`config.mk`:
```
export PLATFORM = sky130hd
export DESIGN_NAME = ctrs_front
export DESIGN_NICKNAME = d
export VERILOG_FILES = /design/src/hdl/ctrs_pkg.sv /design/src/hdl/ctrs_front.sv
export SDC_FILE = /design/constraint.sdc
export NUM_CORES = 2
export LEC_CHECK = 0
export BUFFER_PORTS_ARGS = -buffer_cell sky130_fd_sc_hd__clkbuf_2
export CAP_MARGIN = 20
export CORE_AREA = 2 2 538 540
export DETAILED_ROUTE_END_ITERATION = 12
export DIE_AREA = 0 0 540 542
export GPL_TIMING_DRIVEN = 0
export MAX_ROUTING_LAYER = met4
export PLACE_DENSITY = 0.43
export SKIP_LAST_GASP = 1
export SLEW_MARGIN = 20
export SYNTH_ARGS = -nofsm -noshare
export SYNTH_HDL_FRONTEND = slang
export SYNTH_SLANG_ARGS = --single-unit
```
`constraint.sdc`:
```
create_clock -name clk -period 147.6 [get_ports clk]
set_input_delay 44.28 -clock clk [delete_from_list [all_inputs] [get_ports clk]]
set_output_delay 44.28 -clock clk [all_outputs]
set_load 0.05 [all_outputs]
```
`src/hdl/ctrs_pkg.sv`:
```
// Shared types and constants for the Catmull-Rom trail smoother.
`default_nettype none
package ctrs_pkg;

  localparam int MAX_SUBDIV = 31;
  localparam logic [4:0] SUBDIV_RESET = 5'd4;
  localparam int JOBQ_DEPTH = 2;

  // Divider and square-root widths cover the largest numerators of the datapath.
  localparam int DIV_NUM_W = 52;
  localparam int DIV_DEN_W = 32;
  localparam int SQ_W = 56;
  localparam int ROOT_W = SQ_W / 2;
  localparam int ACC_W = 56;
  localparam int V_W = 28;
  localparam logic [SQ_W-1:0] DIR_EPS_SQ = SQ_W'(17);

  typedef struct packed {
    logic signed [31:0] tip_x;
    logic signed [31:0] tip_y;
    logic signed [31:0] tip_z;
    logic signed [31:0] root_x;
    logic signed [31:0] root_y;
    logic signed [31:0] root_z;
    logic signed [15:0] dir_x;
    logic signed [15:0] dir_y;
    logic signed [15:0] dir_z;
    logic [30:0]        point_age;
    logic               trail_end;
  } in_item_t;

  typedef struct packed {
    logic signed [31:0] out_tip_x;
    logic signed [31:0] out_tip_y;
    logic signed [31:0] out_tip_z;
    logic signed [31:0] out_root_x;
    logic signed [31:0] out_root_y;
    logic signed [31:0] out_root_z;
    logic signed [15:0] out_dir_x;
    logic signed [15:0] out_dir_y;
    logic signed [15:0] out_dir_z;
    logic [30:0]        out_age;
    logic               last_sample;
  } out_item_t;

  typedef struct packed {
    logic [5:0][31:0] pos;
    logic [2:0][15:0] dir;
    logic [30:0]      age;
  } point_t;

  // One spline segment to be sampled: pts[0..3] are p0..p3.
  typedef struct packed {
    point_t [3:0] pts;
    logic [4:0]   steps;
    logic         final_seg;
  } job_t;

  typedef enum logic [3:0] {
    B_IDLE,
    B_PREP,
    B_MAC,
    B_DIVGO,
    B_DIVW,
    B_SQ,
    B_SQCHK,
    B_SQRTW,
    B_NGO,
    B_NW,
    B_AMAC,
    B_AGO,
    B_AW,
    B_OUT
  } back_state_t;

endpackage
`default_nettype wire

```
`src/hdl/ctrs_front.sv`:
```
// Front part: takes control points, keeps the point window and issues segment jobs.
`default_nettype none
module ctrs_front #(
  parameter int MAX_SUBDIVISIONS = ctrs_pkg::MAX_SUBDIV
) (
  input  wire logic               clk,
  input  wire logic               rst_n,
  input  wire logic               in_valid,
  output logic                    in_ready,
  input  wire ctrs_pkg::in_item_t in_data,
  input  wire logic               cfg_we,
  input  wire logic [4:0]         cfg_wdata,
  input  wire logic               q_full,
  output logic                    q_push,
  output ctrs_pkg::job_t          q_wdata
);
  logic [4:0]       subdiv_r;
  logic [1:0]       seen_r, seen_nxt;
  ctrs_pkg::point_t win_r [3];
  logic             pend_r, pend_nxt;
  ctrs_pkg::job_t   pend_job_r;
  ctrs_pkg::point_t np;
  ctrs_pkg::job_t   j1, j2;
  logic [4:0]       steps;
  logic             accept, has1, has2;

  always_comb begin
    if (subdiv_r == 5'd0) steps = 5'd1;
    else if (subdiv_r > 5'(MAX_SUBDIVISIONS)) steps = 5'(MAX_SUBDIVISIONS);
    else steps = subdiv_r;

    np.pos = {in_data.root_z, in_data.root_y, in_data.root_x,
              in_data.tip_z, in_data.tip_y, in_data.tip_x};
    np.dir = {in_data.dir_z, in_data.dir_y, in_data.dir_x};
    np.age = in_data.point_age;

    in_ready = !pend_r && !q_full;
    accept   = in_valid && in_ready;
    has1     = (seen_r >= 2'd2);
    has2     = in_data.trail_end && (seen_r != 2'd0);

    // Middle segment p1->p2 with the new point as p3; the start is clamped.
    j1.pts[0]    = (seen_r == 2'd3) ? win_r[0] : win_r[1];
    j1.pts[1]    = win_r[1];
    j1.pts[2]    = win_r[2];
    j1.pts[3]    = np;
    j1.steps     = steps;
    j1.final_seg = 1'b0;

    // Final segment of a trail, with the end point duplicated as p3.
    j2.pts[0]    = has1 ? win_r[1] : win_r[2];
    j2.pts[1]    = win_r[2];
    j2.pts[2]    = np;
    j2.pts[3]    = np;
    j2.steps     = steps;
    j2.final_seg = 1'b1;

    q_push   = 1'b0;
    q_wdata  = j1;
    pend_nxt = pend_r;
    if (pend_r) begin
      q_push  = !q_full;
      q_wdata = pend_job_r;
      if (!q_full) pend_nxt = 1'b0;
    end else if (accept) begin
      if (has1) begin
        q_push = 1'b1;
        if (has2) pend_nxt = 1'b1;
      end else if (has2) begin
        q_push  = 1'b1;
        q_wdata = j2;
      end
    end

    seen_nxt = seen_r;
    if (accept) begin
      if (in_data.trail_end) seen_nxt = 2'd0;
      else if (seen_r != 2'd3) seen_nxt = seen_r + 2'd1;
    end
  end

  always_ff @(posedge clk) begin
    if (!rst_n) begin
      subdiv_r <= ctrs_pkg::SUBDIV_RESET;
      seen_r   <= 2'd0;
      pend_r   <= 1'b0;
    end else begin
      if (cfg_we) subdiv_r <= cfg_wdata;
      seen_r <= seen_nxt;
      pend_r <= pend_nxt;
    end
    if (accept) begin
      win_r[0]   <= win_r[1];
      win_r[1]   <= win_r[2];
      win_r[2]   <= np;
      pend_job_r <= j2;
    end
  end
endmodule
`default_nettype wire

```
==> summary.txt <==
Critical path
  • CP cell instances: clkbuf_2, or3b_1, inv_2, a21oi_2, inv_2, buf_2, buf_2, o211ai_1, clkbuf_2
  • Worst endpoint required time: 103.32 ns
  • Worst Setup SP: q_full
  • Reg2reg end: pend_job_r[170]$_DFFE_PP_
  • Reg2Reg Setup Slack: 143.23 ns
  • Kind of critical path: input port to primary output
  • CP peak stage delay: 0.72 ns
  • CP max stage cell: buf_2
  • CP Capture Type: primary output
  • Reg2reg start: pend_r$_SDFF_PN0_
  • FF-to-FF path depth: 11
  • Worst path arrival time: 47.63 ns
  • Startpoint types: input port
  • Crit Path Max Fanout: 10

Drt
  • Routed vias/inst: 4.54
  • Drt pass-1 iters: 8
  • Met3 Routed Length: 26000 µm
  • Routed vias: 45100
  • Antenna-violating nets left: 0
  • Met1 Wirelength: 130000 µm
  • Total Wirelength: 318000 µm
  • Highest routed layer: met4
  • Met2 wire length: 151000 µm
  • Initial DRC Count: 4238
  • # DRC: 0
  • Wirelength per Cell: 32.1 µm

Power
  • Pleak: 26.4 nW
  • Peak VDD IR: 0.00886 mV
  • Int Power: 581 µW
  • Seq pwr share: 44.1%
  • Combinational power share: 15.3%
  • PD cells: 11.9 nW/µm²
  • Clock group share of total power: 40.5%
  • Net Sw Power: 265 µW
  • Sw Ratio: 31.3%

Clock tree
  • Number of H-tree levels: 4
  • Root Buffer: clkbuf_16
  • Clock Path Buffers: 4
  • TritonCTS Buffers: 148
  • Clk_lat worst skew: 0.81 ns
  • Post-CTS Setup Repair Bufs: 0
  • # resized after CTS: 0
  • Post-CTS Hold Buffers: 0
  • Clock slew at reported path FFs: 0.06 ns
  • CTS tree: built
  • Clk sink count: 1097

Global routing
  • Pin count of the biggest net entering global routing: 54
  • Initial antenna violation count: 47
  • Total track usage: 21.4%
  • First-pass GRT wire length: 414000 µm
  • Vias in the first global route: 43900
  • GR Overflow Total: 0

Worst hold path
  • Hold Path End: win_r[0][44]$_DFFE_PP_
  • Worst min path class: flop to flop
  • Hold path depth: 0
  • Worst hold path startpoint: pend_job_r[321]$_DFFE_PP_

Timing
  • Final Hold Viols: 0
  • Fin crit period: 91.91 ns
  • Layout Skew: 0.0450 ns
  • Slew headroom: 19.3%
  • Unrepaired setup endpoints after global routing: no
  • Final worst-path cycle share: 62.3%
  • Hold slack: 0.479 ns
  • Setup TNS: 0 ns
  • Setup violators final: 0
  • Peak Freq: 10.9 MHz
  • Worst Tran Pin Value: 1.21 ns
  • Max-slew violations: 0

Synth
  • Ys flop type: edfxtp_1
  • Post-synth ARST share: 0%
  • Number of synthesized flops with an enable pin: 1089
  • XOR/XNOR Fraction of Synth Area: 0%
  • Synth Area per Inst: 12.0 µm²
  • FF+latch count, synth: 1097
  • Synth Area in Simple Gates: 12.1%
  • Compound-cell area share of the yosys netlist: 6.39%
  • Mapped cell area: 53300 µm²
  • Top post-synthesis cells by area: edfxtp_1, nand2_1, mux2_2
  • Post-synthesis instance total: 4443
  • Post-synthesis mux area share: 17.0%
  • Synth top area share: 61.3%
  • Largest family of logic cells by synthesized area: multiplexers
  • Seq/Total Area, Yosys: 61.6%
  • Cell taking the most area after synthesis: edfxtp_1
  • Most common cell in the netlist: nand2_1
  • Synth cell types: 31
  • YS warnings: 0
  • Syn_nets: 4728
  • Area share of fa/ha/maj cells after synthesis: 0.0704%
  • Synth cell count leaders: nand2_1, edfxtp_1, mux2_2

Layout
  • Fin cells: 9928
  • Fillers: 30800
  • Synth-to-layout area growth: 32.8%
  • Post-layout util: 24.7%
  • Layout cells sized above 1: 33.9%
  • Final nets: 6305

Floorplanning
  • Row Count: 197
  • Initial core utilization: 18.6%
  • Core area: 287000 µm²
  • Ports: 1374
  • DIE WIDTH: 540 µm
  • Die H: 542 µm
  • Die ar.: 293000 µm²

Outcome
  • Outcome: finished clean

Place
  • Port buffer count: 1371
  • Post-DP HPWL: 252000 µm
  • DP Cell Count: 9651
  • RD Place Congestion: 0.946

Run
  • MaxCap Viol Count: 0
[state kept, by name, indices dropped and copies added (netlist names)]
signal,count
pend_job_r,799
pend_r,1
win_r,290
subdiv_r,5
seen_r,2
[layout by cell type (no fill, tap or decap), types with 19 or more instances in the layout]
cell	netlist	routed
clkbuf_2	0	1412
nand2_1	1328	1328
edfxtp_1	1089	1089
mux2_2	336	336
mux2i_1	276	276
o21ai_0	262	262
nand3_1	258	258
o211ai_1	258	258
clkbuf_1	250	243
mux2_1	224	224
clkbuf_16	0	150
buf_2	40	41
buf_16	0	33
clkinv_1	0	27
diode_2	0	20
clkinv_2	0	20
buf_4	16	19
[logic make-up (layout without fill, tap and decap cells)]
family | after synthesis | count (layout)
flops | 1097 | 1097
simple gates | 1613 | 1613
buf+inv | 354 | 2038
compound gates | 540 | 540
fa+ha+maj | 3 | 3
other cells | 0 | 20
mux | 836 | 836
[how the worst max path moves through the flow]
stage	end	depth (start not counted)
final	q_wdata[132]	9
after global routing	q_wdata[61]	9
after CTS	q_wdata[68]	9
after detailed placement	q_wdata[68]	9
after global placement	q_wdata[247]	7
after floorplan	q_wdata[245]	5
[per-layer routing]
layer | GRT usage, % | up-vias
li1 | - | 19500
met1 | 25.7 | 23100
met2 | 34.7 | 2115
met3 | 5.68 | 348
met4 | 6.82 | 0
met5 | - | -
[through the flow]
stage	setup WS, ns	area, µm²	total power, mW
5_1_grt	55.51	70800	0.872
3_5_place_dp	55.51	66300	0.510
4_1_cts	55.51	70800	0.857
2_1_floorplan	25.19	53300	0.472
3_3_place_gp	6.20	64900	0.535
6_report	55.69	70800	0.845
[final cells by class]
cell class	count	area [µm²]	share of cell area [%]
Buffer	334	1510	2.14
Tap cell	3781	4730	6.68
Sequential cell	1097	32900	46.4
Clock buffer	186	3890	5.49
Antenna cell	20	50.0	0.0707
Multi-Input combinational cell	2992	19000	26.8
Inverter	20	75.1	0.106
Clock inverter	71	544	0.768
Timing Repair Buffer	1427	8170	11.5
[worst max-delay path: cells and delay by family]
kind	cells	cell delay, ns
AO/OA/AOI/OAI	2	0.45
AND/OR/NAND/NOR	1	0.41
buffers and inverters	6	2.38
[power by group through the flow]
stage / combinational [mW] / clock (mW) / sequential, mW
after CTS: 0.131 / 0.353 / 0.373
after detailed placement: 0.131 / 0 / 0.379
final: 0.130 / 0.343 / 0.373
after global placement: 0.128 / 0 / 0.408
after global routing: 0.135 / 0.363 / 0.374
after floorplan: 0.0801 / 0 / 0.391
Power figures use the tool's default switching activity.
